$ cat src/hdl/shac_pkg.sv
// Shared types, constants and round functions of the SHA-256 compression block.
package shac_pkg;

  localparam int unsigned WordWidth  = 32;
  localparam int unsigned NumChain   = 8;
  localparam int unsigned SchedDepth = 16;
  localparam int unsigned NumRounds  = 64;
  localparam int unsigned CfgIdxW    = 4;

  typedef logic [WordWidth-1:0] word_t;

  localparam word_t RoundK [NumRounds] = '{
    32'h428A2F98, 32'h71374491, 32'hB5C0FBCF, 32'hE9B5DBA5,
    32'h3956C25B, 32'h59F111F1, 32'h923F82A4, 32'hAB1C5ED5,
    32'hD807AA98, 32'h12835B01, 32'h243185BE, 32'h550C7DC3,
    32'h72BE5D74, 32'h80DEB1FE, 32'h9BDC06A7, 32'hC19BF174,
    32'hE49B69C1, 32'hEFBE4786, 32'h0FC19DC6, 32'h240CA1CC,
    32'h2DE92C6F, 32'h4A7484AA, 32'h5CB0A9DC, 32'h76F988DA,
    32'h983E5152, 32'hA831C66D, 32'hB00327C8, 32'hBF597FC7,
    32'hC6E00BF3, 32'hD5A79147, 32'h06CA6351, 32'h14292967,
    32'h27B70A85, 32'h2E1B2138, 32'h4D2C6DFC, 32'h53380D13,
    32'h650A7354, 32'h766A0ABB, 32'h81C2C92E, 32'h92722C85,
    32'hA2BFE8A1, 32'hA81A664B, 32'hC24B8B70, 32'hC76C51A3,
    32'hD192E819, 32'hD6990624, 32'hF40E3585, 32'h106AA070,
    32'h19A4C116, 32'h1E376C08, 32'h2748774C, 32'h34B0BCB5,
    32'h391C0CB3, 32'h4ED8AA4A, 32'h5B9CCA4F, 32'h682E6FF3,
    32'h748F82EE, 32'h78A5636F, 32'h84C87814, 32'h8CC70208,
    32'h90BEFFFA, 32'hA4506CEB, 32'hBEF9A3F7, 32'hC67178F2
  };

  localparam word_t InitReset [NumChain] = '{
    32'h6a09e667, 32'hbb67ae85, 32'h3c6ef372, 32'ha54ff53a,
    32'h510e527f, 32'h9b05688c, 32'h1f83d9ab, 32'h5be0cd19
  };

  // Schedule window control: load shifts in a message word, step shifts
  // in an expanded word.
  typedef struct packed {
    logic load;
    logic step;
  } sched_ctrl_t;

  // Round core control: init copies the chaining value, step runs a round.
  typedef struct packed {
    logic init;
    logic step;
  } core_ctrl_t;

  function automatic word_t rotr(input word_t x, input int unsigned n);
    rotr = (x >> n) | (x << (WordWidth - n));
  endfunction

  function automatic word_t small_sig0(input word_t x);
    small_sig0 = rotr(x, 7) ^ rotr(x, 18) ^ (x >> 3);
  endfunction

  function automatic word_t small_sig1(input word_t x);
    small_sig1 = rotr(x, 17) ^ rotr(x, 19) ^ (x >> 10);
  endfunction

  function automatic word_t big_sig0(input word_t x);
    big_sig0 = rotr(x, 2) ^ rotr(x, 13) ^ rotr(x, 22);
  endfunction

  function automatic word_t big_sig1(input word_t x);
    big_sig1 = rotr(x, 6) ^ rotr(x, 11) ^ rotr(x, 25);
  endfunction

endpackage

$ cat src/hdl/sha256_compression_unit.sv
// Top level: sequencer, chaining value, initial-value registers and digest output.
//
// Message words arrive on the message channel (valid/ready), sixteen per
// padded 512-bit block. The first fifteen words go in one per cycle while valid.
// The sixteenth starts the compression: 64 rounds, one per cycle, on the
// single round core, then a final add of the working variables into the
// chaining value. Message ready stays low through the rounds and the add.
// If the sixteenth word carried emit_digest, the eight chaining words then
// go out on the digest channel, word_index 0 first, with last on the eighth.
// While the digest is offered, message ready stays low; a stalled receiver
// holds the current word in place until it is taken.
// first_block on a block's first word loads the chaining value from the
// init_word registers, written through the cfg port. The user must write
// them only while the block idles; the block itself does not enforce it.
// Synchronous reset clears the chaining value and the word count and
// restores the init_word registers to the standard SHA-256 initial value.
module sha256_compression_unit import shac_pkg::*; (
  input  logic               clk,
  input  logic               rst,
  input  logic               cfg_write,
  input  logic [CfgIdxW-1:0] cfg_index,
  input  logic [31:0]        cfg_data,
  input  logic               message_valid,
  output logic               message_ready,
  input  logic [31:0]        message_word,
  input  logic               first_block,
  input  logic               emit_digest,
  output logic               digest_valid,
  input  logic               digest_ready,
  output logic [31:0]        digest_word,
  output logic [2:0]         word_index,
  output logic               last
);

  typedef enum logic [1:0] {
    ST_LOAD,
    ST_ROUND,
    ST_ADD,
    ST_EMIT
  } state_t;

  state_t      state;
  logic [3:0]  word_count;
  logic [5:0]  round;
  logic [2:0]  out_idx;
  logic        emit;
  word_t       init_word [NumChain];
  word_t       chain [NumChain];
  word_t       vars [NumChain];
  word_t       round_word;
  logic        in_xfer;
  logic        out_xfer;
  sched_ctrl_t sched_ctrl;
  core_ctrl_t  core_ctrl;

  assign message_ready = (state == ST_LOAD);
  assign digest_valid  = (state == ST_EMIT);
  assign in_xfer       = message_valid && message_ready;
  assign out_xfer      = digest_valid && digest_ready;
  assign digest_word   = chain[out_idx];
  assign word_index    = out_idx;
  assign last          = (out_idx == 3'(NumChain - 1));

  assign sched_ctrl.load = in_xfer;
  assign sched_ctrl.step = (state == ST_ROUND);
  assign core_ctrl.init  = in_xfer && (word_count == 4'(SchedDepth - 1));
  assign core_ctrl.step  = (state == ST_ROUND);

  shac_sched u_sched (
    .clk          (clk),
    .ctrl         (sched_ctrl),
    .message_word (message_word),
    .round_word   (round_word)
  );

  shac_core u_core (
    .clk        (clk),
    .rst        (rst),
    .ctrl       (core_ctrl),
    .chain      (chain),
    .round_k    (RoundK[round]),
    .round_word (round_word),
    .vars       (vars)
  );

  always_ff @(posedge clk) begin
    if (rst) begin
      state      <= ST_LOAD;
      word_count <= '0;
      round      <= '0;
      out_idx    <= '0;
      emit       <= 1'b0;
      init_word  <= InitReset;
      for (int i = 0; i < NumChain; i++) begin
        chain[i] <= '0;
      end
    end else begin
      if (cfg_write && (cfg_index < CfgIdxW'(NumChain))) begin
        init_word[cfg_index[2:0]] <= cfg_data;
      end
      case (state)
        ST_LOAD: begin
          if (in_xfer) begin
            if ((word_count == '0) && first_block) begin
              chain <= init_word;
            end
            word_count <= word_count + 4'd1;
            if (word_count == 4'(SchedDepth - 1)) begin
              emit  <= emit_digest;
              round <= '0;
              state <= ST_ROUND;
            end
          end
        end
        ST_ROUND: begin
          round <= round + 6'd1;
          if (round == 6'(NumRounds - 1)) begin
            state <= ST_ADD;
          end
        end
        ST_ADD: begin
          for (int i = 0; i < NumChain; i++) begin
            chain[i] <= chain[i] + vars[i];
          end
          out_idx <= '0;
          state   <= emit ? ST_EMIT : ST_LOAD;
        end
        ST_EMIT: begin
          if (out_xfer) begin
            out_idx <= out_idx + 3'd1;
            if (last) begin
              state <= ST_LOAD;
            end
          end
        end
        default: begin
          state <= ST_LOAD;
        end
      endcase
    end
  end

`ifndef ASSERT_OFF
  a_no_overlap: assert property (@(posedge clk) disable iff (rst)
    !(message_ready && digest_valid))
    else $error("message and digest channels active together");

  a_block_starts_rounds: assert property (@(posedge clk) disable iff (rst)
    (in_xfer && (word_count == 4'(SchedDepth - 1))) |=> (!message_ready && (round == '0)))
    else $error("sixteenth word did not start the rounds");

  a_count_idle: assert property (@(posedge clk) disable iff (rst)
    (state != ST_LOAD) |-> (word_count == '0))
    else $error("word count not at block start during compression");

  a_last_frees_input: assert property (@(posedge clk) disable iff (rst)
    (out_xfer && last) |=> message_ready)
    else $error("input not ready after last digest word");

  a_rounds_end_in_add: assert property (@(posedge clk) disable iff (rst)
    ((state == ST_ROUND) && (round == 6'(NumRounds - 1))) |=> (state == ST_ADD))
    else $error("round loop did not end in the final add");
`endif

endmodule

$ cat src/hdl/shac_sched.sv
// Rolling 16-word message schedule held in a shift line.
module shac_sched import shac_pkg::*; (
  input  logic        clk,
  input  sched_ctrl_t ctrl,
  input  word_t       message_word,
  output word_t       round_word
);

  word_t w [SchedDepth];
  word_t expanded;

  // Tap 0 holds W[r]; the new word is W[r+16].
  assign expanded = w[0] + small_sig0(w[1]) + w[9] + small_sig1(w[14]);
  assign round_word = w[0];

  always_ff @(posedge clk) begin
    if (ctrl.load || ctrl.step) begin
      for (int i = 0; i < SchedDepth - 1; i++) begin
        w[i] <= w[i+1];
      end
      w[SchedDepth-1] <= ctrl.load ? message_word : expanded;
    end
  end

endmodule

$ cat src/hdl/shac_core.sv
// Working variables a..h and the round function, one round per cycle while step is set.
module shac_core import shac_pkg::*; (
  input  logic       clk,
  input  logic       rst,
  input  core_ctrl_t ctrl,
  input  word_t      chain [NumChain],
  input  word_t      round_k,
  input  word_t      round_word,
  output word_t      vars [NumChain]
);

  word_t v [NumChain];
  word_t t1;
  word_t t2;

  assign t1 = v[7] + big_sig1(v[4]) + ((v[4] & v[5]) ^ (~v[4] & v[6])) + round_k + round_word;
  assign t2 = big_sig0(v[0]) + ((v[0] & v[1]) ^ (v[0] & v[2]) ^ (v[1] & v[2]));
  assign vars = v;

  always_ff @(posedge clk) begin
    if (rst) begin
      for (int i = 0; i < NumChain; i++) begin
        v[i] <= '0;
      end
    end else if (ctrl.init) begin
      v <= chain;
    end else if (ctrl.step) begin
      v[7] <= v[6];
      v[6] <= v[5];
      v[5] <= v[4];
      v[4] <= v[3] + t1;
      v[3] <= v[2];
      v[2] <= v[1];
      v[1] <= v[0];
      v[0] <= t1 + t2;
    end
  end

endmodule
$ cat config.mk
export PLATFORM = sky130hd
export DESIGN_NAME = sha256_compression_unit
export DESIGN_NICKNAME = d
export VERILOG_FILES = /design/src/hdl/shac_pkg.sv /design/src/hdl/sha256_compression_unit.sv /design/src/hdl/shac_sched.sv /design/src/hdl/shac_core.sv
export SDC_FILE = /design/constraint.sdc
export NUM_CORES = 2
export LEC_CHECK = 0
export BUFFER_PORTS_ARGS = -buffer_cell sky130_fd_sc_hd__buf_4
export CELL_PAD_IN_SITES_DETAIL_PLACEMENT = 0
export CELL_PAD_IN_SITES_GLOBAL_PLACEMENT = 1
export CORE_AREA = 2 2 294 586
export CTS_BUF_LIST = sky130_fd_sc_hd__clkbuf_8
export CTS_CLUSTER_DIAMETER = 200
export DETAILED_ROUTE_END_ITERATION = 12
export DIE_AREA = 0 0 296 588
export PLACE_DENSITY_LB_ADDON = 0.1
export SYNTH_ARGS = -nofsm -noshare
export SYNTH_HDL_FRONTEND = slang
export SYNTH_SLANG_ARGS = --single-unit
$ cat constraint.sdc
create_clock -name clk -period 93.3 [get_ports clk]
set_clock_uncertainty 0.1 [all_clocks]
set_input_delay 18.66 -clock clk [delete_from_list [all_inputs] [get_ports clk]]
set_output_delay 18.66 -clock clk [all_outputs]
set_load 0.01 [all_outputs]
**Yosys cells after proc, flatten, opt, wreduce, memory -nomap -nowiden**

Memory sizes are Yosys's and may differ from the RTL's.
Index checks and enable logic that the tools add are counted.

- $lt $le $gt $ge: 5
- Add/subtract/negate cells: 21
- Equal/unequal tests: 12
- Bitwise operators: 30
- Muxes and demuxes: 28
- Reduce and logical (&&, ||, !) cells: 19

Operators by type and width:

| operator | number |
|---|---|
| 256-bit two-way mux | 4 |
| 32-bit adder | 18 |
| 256-bit one-hot mux with 2 select lines | 1 |
| 32-bit bitwise XOR | 9 |
| 256-bit bitwise mux | 1 |
| 32-bit two-way mux | 6 |
| 32-bit bitwise AND | 5 |
| 32-bit binary-select mux with 3-bit select | 1 |
| 32-bit demux with 3-bit select | 1 |
| 32-bit NOT | 1 |
| 10-bit by 32-bit OR with 32-bit output | 1 |
| 13-bit by 32-bit OR with 32-bit output | 1 |
| 14-bit by 32-bit OR with 32-bit output | 1 |
| 15-bit by 32-bit OR with 32-bit output | 1 |
| 19-bit by 32-bit OR with 32-bit output | 1 |
| 21-bit by 32-bit OR with 32-bit output | 1 |
| 25-bit by 32-bit OR with 32-bit output | 1 |
| 26-bit by 32-bit OR with 32-bit output | 1 |
| 30-bit by 32-bit OR with 32-bit output | 1 |
| 7-bit by 32-bit OR with 32-bit output | 1 |
| 32-bit by 22-bit bitwise XOR with 32-bit output | 1 |
| 32-bit by 29-bit bitwise XOR with 32-bit output | 1 |
| 2-bit two-way mux | 6 |
| 6-bit two-way mux | 2 |
| other kinds (29) | 48 |

- Output and inout bits: 38
- Input bits: 75
- Bits in registers: 784
- Logic and storage cells: 146
- Memories: 2
- ROM bits: 2048
- Memory bits (writable): 512

Memories:

| name | words | bits a word | rd ports | clocked after memory_dff | write ports | line | text |
|---|---|---|---|---|---|---|---|
| (name not given) | 64 | 32 | 1 | 0 | 0 | sha256_compression_unit.sv:81 | `.round_k (RoundK[round]),` |
| u_sched.w | 16 | 32 | 16 | 0 | 16 | shac_sched.sv:9 | `word_t w [SchedDepth];` |

**Logic depth before layout (Yosys ltp)**

- Depth in word-level cells: 10
- Depth in mapped cells: 37
- Mapped depth without buffers: 36

**Modules after synthesis**

A second synthesis with hierarchy kept.

- Cells, all modules: 8573
- Area total of the unflattened synthesis: 78579.1 um^2

Modules (own cells, without submodules):

| module | area an instance (um^2) | cells an instance | sequential area each (um^2) | instances |
|---|---|---|---|---|
| sha256_compression_unit | 37054.3 | 4822 | 10570.1 | 1 |
| shac_core | 21252.9 | 2629 | 5124.9 | 1 |
| shac_sched | 20271.9 | 1122 | 15374.7 | 1 |

**Worst setup path after synthesis**

No wires, ideal clock.

- Path kind: input to register
- Start point: input message_valid
- End point: memory u_sched.w[0][0] (netlist name) (enable)
- Required time: 91.642 ns
- Path buffers: 0
- Arrival time: 43.281 ns
- Setup time: 1.558 ns
- Path slack: 48.360 ns
- Stages: 2
- Cell sequence: nand2_1 -> a21oi_1

RTL lines:

| what | line | text |
|---|---|---|
| start: declaration | sha256_compression_unit.sv:23 | `input logic message_valid,` |
| end: declaration | shac_sched.sv:9 |  |

**Worst setup path after layout**

- Start point: register out_idx[0] (netlist: word_index[0])
- End point: output digest_word[5]

- Longest elaborated chain between the ends: 4

RTL lines:

| what | line | text |
|---|---|---|
| start: declaration | sha256_compression_unit.sv:45 | `logic [2:0] out_idx;` |
| start signal: assignment | sha256_compression_unit.sv:130 | `out_idx <= out_idx + 3'd1;` |
| 3-bit NOT with 4-bit output (implied by the code) | sha256_compression_unit.sv:60 | `assign digest_word = chain[out_idx];` |
| 32-bit binary-select mux with 3-bit select | sha256_compression_unit.sv:60 |  |
| 32-bit two-way mux (implied by the code) (2 in a row) | sha256_compression_unit.sv:60 |  |
| end: declaration | sha256_compression_unit.sv:30 | `output logic [31:0] digest_word,` |

Every way passes these cells. The select of a mux whose other input is x is not followed.

==> flow_summary.toml <==
[outcome]
outcome = "finished clean"

[setup_path]
endpoint = "digest_word[5]"
cp-end-kind = "output port"
crit_start = "word_index[0]"
rrSetupSlack_ns = 83.16
reg2reg_from = "round[0]"
crit_arrival_ns = 4.10
critPathMaxFanout = 25
worstSetupStartpointType = "flop"
crit_required_ns = 74.54
worstSetupPathType = "flop to output port"
r2r_end = "u_core.vars[253]"
rr_worst_depth = 31

[timing]
setup_viol = 0
rsz0062_at_grt = "no"
slew_violations = 0
fin_crit_sh_pct = 24.5
timing.slew.headroom_pct = 5.78
finalCriticalPeriod_ns = 22.86
worst_pin_slew_ns = 1.40
finalSetupTns_ns = 0
max_freq_mhz = 43.7
layout_setup_ws_ns = 70.44
hold_viol = 0

[synth]
syn-num-nets = 8712
synth_cell_types = 103
synth_ff_type = "dfxtp_1"
ys_warn_count = 0
avgSynthCellArea_sq_um = 9.41
ys_seq_elements = 1296
synth_top_area_cell = "dfxtp_1"
synth_area_leaders = "dfxtp_1 (21%), edfxtp_1 (20%), nand2_1 (7.0%)"
syn_inst = 8046
synth_most_common_cell = "nand2_1"
seq_area_frac_synth_pct = 41.0
netlist_area_sq_um = 75700
ys_top_cells_by_count = "nand2_1 (1,404), a21oi_1 (788), dfxtp_1 (784)"
synth_edf_count = 512
async_reset_ff_share_pct = 0
yosys.area.top_type_share_pct = 20.7

[power]
p_clk_share_pct = 31.7
p_sw_uw = 553
powerDensity_nw_per_um2 = 19.7
ir_worst_vdd_uv = 36.8
seq_power_share_pct = 41.3
p_int_uw = 1070
combPwrFrac_pct = 27.0
swShare_pct = 34.0
leakagePower_uw = 0.0325

[floorplan]
boundaryPins = 113
core_sq_um = 170000
initial_core_util_pct = 44.6
die_h_um = 588
dieArea_sq_um = 174000
rows = 214
dieWidth_um = 296

[routing]
drtIter0Drc = 5189
antenna_left = 0
drc_errors = 0
wl_um = 312000
via_count = 62900
wl_per_cell_um = 30.0
vias_per_cell = 6.06
first_pass_iters = 6

[placement]
io_buffers = 112
placed_cell_area_sq_um = 78400
place_ws_ns = 70.97
detailed_place_hpwl_um = 231000
routabilityCongestion = 0.988

[clocking]
numCtsBuffers = 205
cts_resized = 0
cts_hold_buf = 0
clk_latency_ns = 1.00
cts_tree = "yes"
root_buffer = "clkbuf_8"
clock_sinks = 1296
clk_pin_slew_ns = 0.07
clockBufferDepth = 4
cts_post_setup_buffers_inserted = 0
cts_max_level = 4

[grt]
top_usage_layer = "met2"
antenna_found_initial = 17
grt_util_met3_pct = 3.97
grt_util_met1_pct = 36.0
grt_usage_pct = 35.3
gr-total-overflow = 0
grt.met2_usage_pct = 62.5
grt_pass1_vias = 62400
grt_max_degree = 181
grt_pass1_wl_um = 441000

[cells_and_area]
drive_above_1_share_pct = 8.98
fillers = 16400
syn2layout_area_growth_pct = 9.13
nets = 8612
stdcell_area_sq_um = 82600

[flow_run]
drv_cap = 0

[hold_path]
hold_class = "flop to flop"
stage by stage:
stage          power, uW  util, %  std cells  hold WS [ns]
2_1_floorplan        983        -       8046         0.300
3_3_place_gp        1110     46.2      10000         0.301
3_5_place_dp        1120     46.2      10000         0.305
4_1_cts             1640     48.6      10400         0.265
5_1_grt             1700     48.7      10400         0.281
6_report            1630     48.7      10400         0.269
area by class of cell:
class	instances	area (sq um)	share of cell area, %
inverters	259	972	1.18
multi-input cells	5958	41700	50.5
repair buffers	226	1780	2.15
diodes	20	50.0	0.0606
flip-flops and latches	1296	31100	37.6
well taps	2268	2840	3.43
clock buffers	247	3400	4.11
clock inverters	117	763	0.924
kinds of logic after synthesis:
kind of cell / synth area share (%)
AO/OA/AOI/OAI: 18.2
flip-flops: 41.0
multiplexers: 3.78
AND/OR/NAND/NOR: 14.6
XOR/XNOR: 6.40
adder cells (fa/ha/maj): 12.0
buffers and inverters: 3.98
power by group through the flow:
stage | combinational [uW] | clock [uW] | sequential, uW
after global placement | 431 | 0 | 683
final | 439 | 516 | 672
after global routing | 483 | 547 | 673
after floorplan | 311 | 0 | 672
after detailed placement | 433 | 0 | 684
after CTS | 438 | 527 | 672
flip-flops by register name, indices dropped and copies added, names as in the netlist:
name         count
chain          256
emit             1
init_word      256
round            6
state            2
u_core.vars    256
u_sched.w      512
word_count       4
word_index       3
layer usage:
layer | share of wire, % | vias up
met5 | 0.0045 | -
li1 | - | 28600
met1 | 34 | 31100
met2 | 51 | 2374
met3 | 4.6 | 905
met4 | 11 | 2
layout by cell type (no fill, tap or decap), types with 195 or more instances in the layout:
master,netlist,layout
o21ai_0,270,266
nand2_1,1404,1401
xnor2_1,422,422
inv_1,258,308
edfxtp_1,512,512
dfxtp_1,784,777
a22oi_1,256,256
buf_4,0,219
nor2_1,400,396
clkbuf_8,0,247
fa_1,195,195
ha_1,396,396
a21oi_1,788,787
critical path, cell delays in order, from the launching register on:
cell and delay, ns:
dfxtp_4 0.63, buf_4 0.58, buf_4 0.63, mux4_2 0.68, mux2_2 0.35, buf_4 0.21
worst min-delay path by stage:
stage,startpoint,to,cells after the start
6_report,u_sched.w[0][217],u_sched.w[0][185],0
3_3_place_gp,u_sched.w[1][224],u_sched.w[1][192],0
4_1_cts,u_sched.w[0][217],u_sched.w[0][185],0
2_1_floorplan,u_sched.w[0][132],u_sched.w[0][100],0
3_5_place_dp,u_sched.w[0][183],u_sched.w[0][151],0
5_1_grt,u_sched.w[1][93],u_sched.w[1][61],0
Note: power is estimated with default switching activity, not from simulation.
